## config.mk

```make
export PLATFORM = sky130hd
export DESIGN_NAME = vrd_cell
export DESIGN_NICKNAME = d
export VERILOG_FILES = /design/src/rtl/vrd_pkg.sv /design/src/rtl/vrd_cell.sv
export SDC_FILE = /design/constraint.sdc
export NUM_CORES = 1
export LEC_CHECK = 0
export BUFFER_PORTS_ARGS = -buffer_cell sky130_fd_sc_hd__buf_4
export CAP_MARGIN = 40
export CORE_ASPECT_RATIO = 1.5
export CORE_UTILIZATION = 40
export CTS_CLUSTER_SIZE = 25
export DETAILED_ROUTE_END_ITERATION = 10
export PLACE_DENSITY = 0.69
export SLEW_MARGIN = 0
export SYNTH_ARGS = -nofsm -noshare
export SYNTH_HDL_FRONTEND = slang
export SYNTH_SLANG_ARGS = --single-unit
```

## constraint.sdc

```tcl
create_clock -name clock -period 15.7 [get_ports clock]
set_clock_uncertainty 0.15 [all_clocks]
set_input_delay 0.785 -clock clock [delete_from_list [all_inputs] [get_ports clock]]
set_output_delay 0.785 -clock clock [all_outputs]
set_load 0.005 [all_outputs]
```

## src/rtl/vrd_pkg.sv

```systemverilog
package vrd_pkg;

   // default depth of the rotation chain
   localparam int DEF_CORDIC_STAGES = 24;

   // interface field widths
   localparam int COORD_W = 32;
   localparam int ANGLE_W = 16;

   // datapath widths: Q16.16 scaled by the gain, plus guard fraction bits and headroom
   localparam int GUARD_BITS = 16;
   localparam int DATA_W     = 50;
   localparam int ZANG_W     = 34;
   localparam int ATAN_W     = 30;

   // angle reduction, 1/64 degree units
   localparam int RED_W        = 15;
   localparam int REM_W        = 13;
   localparam int FULL_TURN    = 23040;
   localparam int QUARTER_TURN = 5760;

   // gain compensation, 0.60725293 in Q30
   localparam logic [30:0] GAIN_Q30   = 31'd652032874;
   localparam int          GAIN_SHIFT = 30 - GUARD_BITS;
   localparam int          PROD_W     = 64;

   // remainder to binary angle: z = floor((r * 2^23 + 22) / 45)
   localparam int          ZFRAC_DIV   = 45;
   localparam int          ZFRAC_SHIFT = 23;
   localparam int          ZFRAC_BIAS  = 22;
   localparam int          QUOT_W      = 7;
   localparam int          RR_W        = 6;
   localparam logic [14:0] RECIP_DIV   = 15'd23302;
   localparam int          RECIP_SHIFT = 20;
   localparam int          RECIP_PW    = REM_W + 15;

   typedef logic [ZFRAC_DIV-1:0][ZFRAC_SHIFT-1:0] zfrac_lut_type;

   // fractional part of the binary angle for each remainder below the divisor
   function automatic zfrac_lut_type build_zfrac_lut();
      zfrac_lut_type lut;
      longint        v;
      for (int k = 0; k < ZFRAC_DIV; k++) begin
         v = ((longint'(k) << ZFRAC_SHIFT) + ZFRAC_BIAS) / ZFRAC_DIV;
         lut[k] = v[ZFRAC_SHIFT-1:0];
      end
      return lut;
   endfunction

   localparam zfrac_lut_type ZFRAC_LUT = build_zfrac_lut();

   // arctangent of 2^-i, full turn = 2^32
   function automatic logic [ATAN_W-1:0] atan_val(input int unsigned idx);
      logic [ATAN_W-1:0] v;
      case (idx)
         0:       v = 30'd536870912;
         1:       v = 30'd316933406;
         2:       v = 30'd167458907;
         3:       v = 30'd85004756;
         4:       v = 30'd42667331;
         5:       v = 30'd21354465;
         6:       v = 30'd10679838;
         7:       v = 30'd5340245;
         8:       v = 30'd2670163;
         9:       v = 30'd1335087;
         10:      v = 30'd667544;
         11:      v = 30'd333772;
         12:      v = 30'd166886;
         13:      v = 30'd83443;
         14:      v = 30'd41722;
         15:      v = 30'd20861;
         16:      v = 30'd10430;
         17:      v = 30'd5215;
         18:      v = 30'd2608;
         19:      v = 30'd1304;
         20:      v = 30'd652;
         21:      v = 30'd326;
         22:      v = 30'd163;
         23:      v = 30'd81;
         24:      v = 30'd41;
         25:      v = 30'd20;
         26:      v = 30'd10;
         27:      v = 30'd5;
         28:      v = 30'd3;
         29:      v = 30'd1;
         30:      v = 30'd1;
         default: v = '0;
      endcase
      return v;
   endfunction

   // one slot of the rotation chain
   typedef struct packed {
      logic                     valid;
      logic signed [DATA_W-1:0] x;
      logic signed [DATA_W-1:0] y;
      logic signed [ZANG_W-1:0] z;
   } cell_data_type;

endpackage

```

## src/rtl/vrd_cell.sv

```systemverilog
module vrd_cell
   import vrd_pkg::*;
#(
   parameter int STAGE_IDX = 0
)
(
   input  logic          clock,
   input  logic          reset,
   input  logic          advance,
   input  cell_data_type up_data,
   output cell_data_type down_data
);

   localparam logic signed [ZANG_W-1:0] ATAN_STEP =
      $signed(ZANG_W'(atan_val(STAGE_IDX % 32)));

   cell_data_type            data_ff, data_in;
   logic signed [DATA_W-1:0] x_shr, y_shr;

   assign x_shr = $signed(up_data.x) >>> STAGE_IDX;
   assign y_shr = $signed(up_data.y) >>> STAGE_IDX;

   // one micro-rotation, direction from the sign of the residual angle
   always_comb begin
      data_in.valid = up_data.valid;
      if (!up_data.z[ZANG_W-1]) begin
         data_in.x = up_data.x - y_shr;
         data_in.y = up_data.y + x_shr;
         data_in.z = up_data.z - ATAN_STEP;
      end else begin
         data_in.x = up_data.x + y_shr;
         data_in.y = up_data.y - x_shr;
         data_in.z = up_data.z + ATAN_STEP;
      end
   end

   always_ff @(posedge clock) begin
      if (reset) begin
         data_ff.valid <= 1'b0;
      end else if (advance) begin
         data_ff <= data_in;
      end
   end

   assign down_data = data_ff;

endmodule

```

[Yosys cells after proc, flatten, opt, wreduce, memory -nomap -nowiden]
Index checks and enable logic that the tools add are counted.
Storage, ports and cells
  flip-flop bits (word level): 135
  input port bits: 138
  output and inout port bits: 135
Cells by class
  add/subtract/negate cells: 5
  multiplexer cells: 1
  bitwise operators: 1
  reductions and logical operators: 1
Operator list (count)
  2-to-1 mux 134 bit: 1
  subtractor 50 bit: 2
  adder 50 bit: 1
  adder 34 x 31 -> 34 bit, second input constant: 1
  subtractor 34 x 31 -> 34 bit, second input constant: 1
  AND reduction 2 bit: 1
  NOT 1 bit: 1

[Depth between registers and ports, before layout]
Gate-level depths: netlist of run 1.
  depth in word-level cells: 2
  depth in mapped cells: 14

[Worst setup path after synthesis of run 1]
OpenSTA, ideal clock, no wires.
  path type: input port to flip-flop
  start: input reset
  end: register data_ff (netlist bit down_data[0]) (enable)
  arrival time: 6.686 ns
  required time: 14.905 ns
  slack: 8.219 ns
  stages: 1
  cells stage by stage: nor2b_1
Between the ends
  word-level cells in the longest chain between the ends: 2
Ends and longest elaborated chain
  start: declaration: line vrd_cell.sv:8  | input logic reset,
  NOT 1 bit (no source line)
  AND reduction 2 bit (no source line)
  end signal: assignment: line vrd_cell.sv:41  | data_ff <= data_in;
  end: declaration: line vrd_cell.sv:17  | cell_data_type data_ff, data_in;
Every way passes these cells.
A chain may end at the register's enable or synchronous reset.

==> results of run 1 <==
## critical path: stages
cell,delay (ns)
buf_4,0.09
inv_1,0.04
ha_1,0.51
nor3_1,0.53
nand2_1,0.13
a21oi_2,0.22
o31ai_1,0.13
a2111o_1,0.46
and3b_1,0.27
o31a_1,0.36
nor4_1,0.28
mux2_1,0.35
o211a_1,0.24
## per-layer routing
layer	vias up	GRT usage (%)	wire length [um]
met3	195	4.11	2360
met1	6166	28.6	16800
li1	6131	-	-
met5	-	0	0
met4	0	20.2	3490
met2	547	55.3	26600
## worst max path at each step
| stage | end | slack, ns | cells past startpoint |
|---|---|---|---|
| 2_1_floorplan | down_data[0] | 8.22 | 1 |
| 3_3_place_gp | down_data[127] | 10.89 | 13 |
| 3_5_place_dp | down_data[127] | 10.97 | 13 |
| 4_1_cts | down_data[127] | 11.46 | 13 |
| 5_1_grt | down_data[127] | 11.23 | 13 |
| 6_report | down_data[127] | 11.36 | 13 |
## layout make-up
type	count	area (um^2)
multi-input cells	1227	8280
fillers	3111	16000
flip-flops and latches	134	4010
well taps	410	513
clock inverters	15	154
repair buffers	278	2110
clock buffers	17	425
inverters	152	571
## power by group
| group | switching, W | total [W] | internal [W] |
|---|---|---|---|
| registers | 0.0000115 | 0.000460 | 0.000449 |
| clock network | 0.000184 | 0.000408 | 0.000224 |
| logic | 0.000315 | 0.000517 | 0.000203 |
| total | 0.000510 | 0.00139 | 0.000876 |
## cells in the final DEF (no fill, tap or decap), drive strengths merged, types with 25 or more instances in the layout
cell type  netlist  layout
edfxtp         133     133
nor2           154     154
o21ai          136     136
a21o            32      32
a21oi          210     210
inv            151     161
xnor2           88      88
ha             150     150
buf             17     278
nand2           99      99
o21bai          25      25
## logic make-up (layout without fill, tap and decap cells)
family,count (synthesis),in the layout
compound gates,553,553
simple gates,401,401
buf+inv,222,462
fa+ha+maj,154,154
flops,134,134
xor+xnor,98,98
mux,21,21
## metrics by stage
step           cell area [um^2]  total power [W]
2_1_floorplan             13100         0.000766
3_3_place_gp              15500         0.000973
3_5_place_dp              15500         0.000976
4_1_cts                   16100          0.00139
5_1_grt                   16100          0.00144
6_report                  16100          0.00139
==> flow_metrics.env, run 1 <==
export IMPL_status="finished, final reports clean"
export IMPL_worstSetupEndpointType="register"
export IMPL_ys_types=77
export IMPL_clockRootBuffer="clkbuf_16"
export IMPL_num_vias=13000
export IMPL_ys_top_cells_by_count="209 x a21oi_1, 152 x nor2_1, 150 x ha_1, 150 x inv_1, 133 x edfxtp_1"
export IMPL_tightest_slew_ns=0.893
export IMPL_hpwlAfterDp_mm=39.7
export IMPL_nets=2102
export IMPL_grt_max_degree=74
export IMPL_routabilityCongestion=0.987
export IMPL_dr_pass1_iters=5
export IMPL_preCtsSetupSlack_ns=10.97
export IMPL_reg2reg_to="down_data[134]"
export IMPL_synth_area_per_cell_um2=8.29
export IMPL_crit_type="input pin to register"
export IMPL_finalSetupTns_ns=0
export IMPL_muxShareOfSynthArea_pct=1.61
export IMPL_power_density_nw_per_um2=86.3
export IMPL_yosys_most_used_dff="edfxtp_1"
export IMPL_largest_reg_flops=134
export IMPL_synth_simple_area_share_pct=14.3
export IMPL_max_vdd_ir_drop_uv=73.5
export IMPL_drc=0
export IMPL_syn_nets=1875
export IMPL_rows=80
export IMPL_via_per_inst=5.84
export IMPL_synth_top_area_share_pct=30.4
export IMPL_holdPathEnd="down_data[16]"
export IMPL_reg2reg_depth=2
export IMPL_antenna_cells=0
export IMPL_grt_pass1_wl_mm=73.1
export IMPL_period_minus_slack_ns=4.34
export IMPL_final_cells=2233
export IMPL_relSlewSlack_pct=40.5
export IMPL_drt_iter0_drc=820
export IMPL_whs_ns=0.351
export IMPL_cts_buffers=17
export IMPL_rrSetupSlack_ns=14.96
export IMPL_design_core_area_um2=32000
export IMPL_worst_slack_ns=11.36
export IMPL_ys_ff_latch=134
export IMPL_syn_area_um2=13100
export IMPL_synth_top_family_by_area="compound AO/OA/AOI/OAI gates"
export IMPL_synth_xor_area_share_pct=6.54
export IMPL_synthCells=1583
export IMPL_cts_tree="done"
export IMPL_ys_warn_count=0
export IMPL_syn2layout_area_growth_pct=22.3
export IMPL_maxCapViolCount=0
export IMPL_ant_nets=0
export IMPL_timing_final_crit_share_pct=27.6
export IMPL_crit_path_start_kind="input pin"
export IMPL_min_from="up_data[16]"
export IMPL_worst_ep_arrival_time_ns=4.39
export IMPL_critPathLaunch="up_data[52]"
export IMPL_yosysSeqAreaShare_pct=30.6
export IMPL_cts_sinks=134
export IMPL_clkSlewWorstSetupHoldPaths_ns=0.07
export IMPL_cp_max_fo=14
export IMPL_routed_wl_mm=49.2
export IMPL_yosys_area_top_type="edfxtp_1"
export IMPL_synth_edf_count=133
export IMPL_cts_hold_buf=0
export IMPL_die_w_um=150
export IMPL_hold_viol_final=0
export IMPL_clock_path_buffers=2
export IMPL_hold_class="input pin to register"
export IMPL_wl_per_cell_um=22.0
export IMPL_synthAdderAreaFrac_pct=14.9
export IMPL_async_flop_share_pct=0
export IMPL_cts_resized=0
export IMPL_timing_rr_start="down_data[134]"
export IMPL_die_area_um2=33600
export IMPL_synthTopCellsByArea="edfxtp_1 30%, ha_1 14%, a21oi_1 8.0%, xnor2_1 5.9%, o21ai_0 4.7%"
export IMPL_synth_compound_area_share_pct=25.7
export IMPL_setup_viol=0
export IMPL_grt_pass1_vias=13100
export IMPL_drv_slew=0
export IMPL_leakagePower_nw=7.01
export IMPL_cp_data_required_time_ns=15.75
export IMPL_clock_latency_ns=0.45
export IMPL_utilization_pct=50.1
export IMPL_track_usage_pct=29.2
export IMPL_placedCellCount=2201
export IMPL_max_freq_mhz=230
export IMPL_ios=273
export IMPL_antenna_found_initial=0
export IMPL_layout_drive_gt1_share_pct=18.2
export IMPL_cts_max_level=4
export IMPL_initial_core_util_pct=41.0
export IMPL_hold_path_depth=1
export IMPL_cts_setup_buffers=0
export IMPL_overflow=0
export IMPL_rsz0062_at_grt="false"
export IMPL_port_buffers=272
export IMPL_synth_most_common_cell="a21oi_1"
export IMPL_die_h_um=224
No activity file was read; power rests on OpenSTA's default activity.
==> inputs of run 2 (changes only) <==
- clock period: 15.7 -> 4.1 ns (I/O delays scaled with it)
==> flow_metrics.env, run 2 (synthesis gave the netlist of run 1 again) <==
export IMPL_worst_ep_arrival_time_ns=3.86
export IMPL_rows=80
export IMPL_antenna_cells=0
export IMPL_crit_chain="dlygate4sd3_1 -> buf_4 -> inv_1 -> ha_1 -> fa_1 -> nand2b_1 -> a21oi_1 -> o41a_1 -> a21boi_1 -> a21oi_1 -> buf_4 -> a21boi_1 -> o21ai_0 -> a21bo_2 -> o21ai_1 -> xnor2_1"
export IMPL_max_vdd_ir_drop_uv=221
export IMPL_drc=0
export IMPL_status="finished, final reports clean"
export IMPL_hold_class="input pin to register"
export IMPL_num_vias=13200
export IMPL_layout_drive_gt1_share_pct=20.2
export IMPL_wl_per_cell_um=21.5
export IMPL_cpLargestDelayFamily="compound AO/OA/AOI/OAI gates"
export IMPL_clock_latency_ns=0.44
export IMPL_max_freq_mhz=261
export IMPL_grt_max_degree=134
export IMPL_die_h_um=224
export IMPL_rsz0062_at_grt="false"
export IMPL_relSlewSlack_pct=49.3
export IMPL_cts_max_level=4
export IMPL_worst_slack_ns=0.265
export IMPL_leakagePower_nw=7.47
export IMPL_port_buffers=272
export IMPL_fin_area_um2=16900
export IMPL_overflow=0
export IMPL_initial_core_util_pct=41.0
export IMPL_mostFrequentLayoutCell="buf_4"
export IMPL_hpwlAfterDp_mm=40.2
export IMPL_ant_nets=0
export IMPL_die_w_um=150
export IMPL_crit_path_start_kind="input pin"
export IMPL_timing_final_crit_share_pct=93.5
export IMPL_grt_pass1_wl_mm=74.1
export IMPL_period_minus_slack_ns=3.84
export IMPL_grt_pass1_vias=13400
export IMPL_ios=273
export IMPL_finalSetupTns_ns=0
export IMPL_cp_num_buf_inv=4
export IMPL_drv_slew=0
export IMPL_rrSetupSlack_ns=2.81
export IMPL_layout_common_cells="336 x buf_4, 209 x a21oi_1, 152 x nor2_1"
export IMPL_cts_buffers=17
export IMPL_dr_wl_met3_mm=2.20
export IMPL_dpl_cell_area_um2=15900
export IMPL_cpMaxStageDelayCell="dlygate4sd3_1"
export IMPL_cp_max_fo=3
export IMPL_clock_path_buffers=2
export IMPL_critPathMaxStageDelay_ns=0.54
export IMPL_nets=2197
export IMPL_top_layer_used="met4"
export IMPL_cts_tree="done"
export IMPL_preCtsSetupSlack_ns=0.205
export IMPL_antenna_found_initial=0
export IMPL_wl_met1_mm=17.3
export IMPL_hold_viol_final=0
export IMPL_syn2layout_area_growth_pct=28.9
export IMPL_track_usage_pct=29.8
export IMPL_die_area_um2=33600
export IMPL_crit_type="input pin to register"
export IMPL_cp_data_required_time_ns=4.13
export IMPL_routed_wl_mm=50.1
export IMPL_via_per_inst=5.66
export IMPL_dr_pass1_iters=5
export IMPL_clockRootBuffer="clkbuf_16"
export IMPL_dr_wl_met2_mm=27.4
export IMPL_maxCapViolCount=0
export IMPL_tightest_slew_ns=0.760
export IMPL_routabilityCongestion=0.994
export IMPL_power_density_nw_per_um2=329
export IMPL_largest_reg_flops=134
export IMPL_design_core_area_um2=32000
export IMPL_worstSetupEndpointType="register"
export IMPL_setup_viol=0
export IMPL_clkSlewWorstSetupHoldPaths_ns=0.06
export IMPL_drt_iter0_drc=825
export IMPL_cts_sinks=134
run 2: cell types whose count changed in the layout (fill, tap and decap cells not counted), sizes merged:
cell         previous run  this run
inv                   161       154
dlygate4sd3             0        35
clkbuf                 17        21
bufinv                  1         5
buf                   278       338
clkinvlp                2         1
run 2: final timing paths:
path	from	endpoint	depth (start not counted)
max reg2reg	down_data[134]	down_data[134]	3
min	up_data[83]	down_data[83]	3
max	up_data[84]	down_data[128]	16
min reg2reg	down_data[134]	down_data[134]	3
run 2: timing repair:
| item | 4_1_cts | 5_1_grt |
|---|---|---|
| gates resized for setup | 0 | 1 |
| hold buffers | 35 | 0 |
| endpoints found under the hold margin | 34 | 0 |
| buffers inserted | 0 | 0 |
| endpoints found under the setup margin | 0 | 1 |
run 2: cell type report:
class / instances / area [um^2]
tap: 410 / 513
inverter: 152 / 571
sequential: 134 / 4010
timing repair buffer: 373 / 2910
multi-input combinational: 1227 / 8280
clock buffer: 21 / 440
clock inverter: 11 / 196
fill: 3121 / 15100
run 2: worst register-to-register path, cell delays in order (launching register included):
cell	delay [ns]
dfxtp_1	0.31
mux2i_1	0.13
nor2_1	0.05
dlygate4sd3_1	0.54
run 2: routing by layer:
metal / vias to the layer above / GRT usage (%)
met5: - / 0
met4: 0 / 19.4
met3: 153 / 4.32
met1: 6222 / 29.0
met2: 502 / 57.1
li1: 6301 / -
run 2: where the power goes:
part | internal [W] | switching (W) | total (W)
clock | 0.00108 | 0.000623 | 0.00171
sequential | 0.00172 | 0.0000451 | 0.00177
combinational | 0.000868 | 0.00123 | 0.00210
total | 0.00367 | 0.00190 | 0.00557
run 2: per-stage QoR:
stage               utilization (%)  instances  total power (W)  hold slack (ns)
floorplan                         -       1583          0.00293            0.127
global placement               49.8       2261          0.00382            0.233
detailed placement             49.8       2261          0.00383            0.235
CTS                            52.8       2328          0.00559           0.0192
global route                   52.8       2328          0.00581           0.0581
finish                         52.8       2328          0.00557           0.0598
==> inputs of run 3 (changes only) <==
- CORE_UTILIZATION: 40 -> 30
- PLACE_DENSITY: 0.69 -> 0.57
==> flow_metrics.env, run 3 (synthesis gave the netlist of run 1 again) <==
export IMPL_status="finished, final reports clean"
export IMPL_maxCapViolCount=0
export IMPL_timing_final_crit_share_pct=95.1
export IMPL_hold_viol_final=0
export IMPL_cp_data_required_time_ns=4.15
export IMPL_hpwlAfterDp_mm=44.6
export IMPL_critPathLaunch="up_data[84]"
export IMPL_rsz0062_at_grt="false"
export IMPL_clock_latency_ns=0.45
export IMPL_grt_pass1_vias=13900
export IMPL_cts_max_level=4
export IMPL_clkSlewWorstSetupHoldPaths_ns=0.07
export IMPL_port_buffers=272
export IMPL_routed_wl_mm=54.1
export IMPL_rrSetupSlack_ns=2.82
export IMPL_ant_nets=0
export IMPL_setup_viol=0
export IMPL_dpl_cell_area_um2=16200
export IMPL_cts_tree="done"
export IMPL_antenna_found_initial=1
export IMPL_routabilityCongestion=0.977
export IMPL_drc=0
export IMPL_nets=2207
export IMPL_via_per_inst=5.28
export IMPL_crit_type="input pin to register"
export IMPL_grt_pass1_wl_mm=80.3
export IMPL_hold_class="input pin to register"
export IMPL_tightest_slew_ns=0.708
export IMPL_grt_max_degree=83
export IMPL_cts_buffers=17
export IMPL_relSlewSlack_pct=52.8
export IMPL_reg2reg_to="down_data[134]"
export IMPL_clock_path_buffers=2
export IMPL_layout_common_cells="344 x buf_4, 209 x a21oi_1, 152 x nor2_1"
export IMPL_leakagePower_nw=7.52
export IMPL_min_from="up_data[83]"
export IMPL_num_vias=13200
export IMPL_fin_area_um2=17200
export IMPL_finalSetupTns_ns=0
export IMPL_cts_sinks=134
export IMPL_max_freq_mhz=256
export IMPL_syn2layout_area_growth_pct=31.2
export IMPL_drv_slew=0
export IMPL_track_usage_pct=23.8
export IMPL_wl_per_cell_um=21.7
export IMPL_power_density_nw_per_um2=322
export IMPL_initial_core_util_pct=30.5
export IMPL_drt_iter0_drc=671
export IMPL_cp_max_fo=4
export IMPL_timing_rr_start="down_data[134]"
export IMPL_cts_setup_buffers=0
export IMPL_hold_path_depth=3
export IMPL_holdPathEnd="down_data[133]"
export IMPL_layout_drive_gt1_share_pct=21.0
export IMPL_worstSetupEndpointType="register"
export IMPL_ios=273
export IMPL_reg2reg_depth=3
export IMPL_period_minus_slack_ns=3.90
export IMPL_largest_reg_flops=134
export IMPL_worst_ep_arrival_time_ns=3.95
export IMPL_die_h_um=258
export IMPL_die_w_um=173
export IMPL_clockRootBuffer="clkbuf_16"
export IMPL_crit_path_start_kind="input pin"
export IMPL_rows=93
export IMPL_overflow=0
export IMPL_mostFrequentLayoutCell="buf_4"
export IMPL_die_area_um2=44600
export IMPL_design_core_area_um2=43100
export IMPL_max_vdd_ir_drop_uv=200
export IMPL_fillerInstances=4474
export IMPL_dr_pass1_iters=5
[run 3: cell types whose count changed in the layout (fill, tap and decap cells not counted), sizes merged]
cell      change
clkbuf        -4
bufinv        -3
buf          +10
inv           +6
clkinvlp      +1
diode         +1
[run 3: worst max-delay path, stage by stage]
cell	delay, ns
dlygate4sd3_1	0.55
buf_4	0.15
ha_1	0.21
fa_1	0.43
nor2b_1	0.17
o21ai_0	0.23
buf_4	0.17
a31oi_1	0.07
buf_4	0.17
nand4_1	0.25
a31oi_2	0.23
o21ai_1	0.20
buf_4	0.14
nor2_1	0.09
o41ai_2	0.32
o21ai_0	0.16
xnor2_1	0.19
[run 3: worst max-delay path by stage]
| stage | endpoint | depth (start not counted) | slack, ns |
|---|---|---|---|
| finish | down_data[82] | 17 | 0.20 |
| global route | down_data[82] | 17 | 0.03 |
| CTS | down_data[82] | 17 | 0.13 |
| detailed placement | down_data[82] | 16 | 0.19 |
| global placement | down_data[132] | 15 | 0.27 |
| floorplan | down_data[127] | 12 | 0.92 |
[run 3: power by group]
group	switching (W)	internal, W	total [W]
Clock	0.000718	0.000922	0.00164
Sequential	0.0000475	0.00172	0.00177
Combinational	0.00126	0.000881	0.00214
Total	0.00202	0.00352	0.00555
[run 3: cell type report]
type	count	area, um^2	share of cell area (%)
inverter	152	571	3.31
clock inverter	15	184	1.07
clock buffer	17	425	2.47
multi-input combinational	1227	8290	48.1
sequential	134	4010	23.3
tap	570	713	4.14
antenna	1	2.50	0.0145
timing repair buffer	383	3020	17.5
[run 3: routing by layer]
layer / vias up / part of all wire, % / track usage [%]
li1: 6325 / - / -
met1: 6260 / 35 / 22.4
met2: 454 / 55 / 47.4
met3: 152 / 3.4 / 2.90
met4: 0 / 6.4 / 16.3
met5: - / 0 / 0
[run 3: per-stage QoR]
step / worst slack, ns / std cells / hold WS, ns / total power (W) / utilization [%]
3_5_place_dp: 0.193 / 2431 / 0.235 / 0.00389 / 37.7
4_1_cts: 0.131 / 2498 / 0.0285 / 0.00560 / 40.0
2_1_floorplan: 0.918 / 1583 / 0.127 / 0.00293 / -
5_1_grt: 0.0293 / 2499 / 0.0580 / 0.00582 / 40.0
6_report: 0.199 / 2499 / 0.0588 / 0.00555 / 40.0
3_3_place_gp: 0.273 / 2430 / 0.233 / 0.00388 / 37.7
[run 3: what timing repair did]
item                                   CTS  global route
endpoints found under the hold margin   34             0
setup endpoints to repair                0             4
resized for setup                        0             2
hold buffers                            35             0
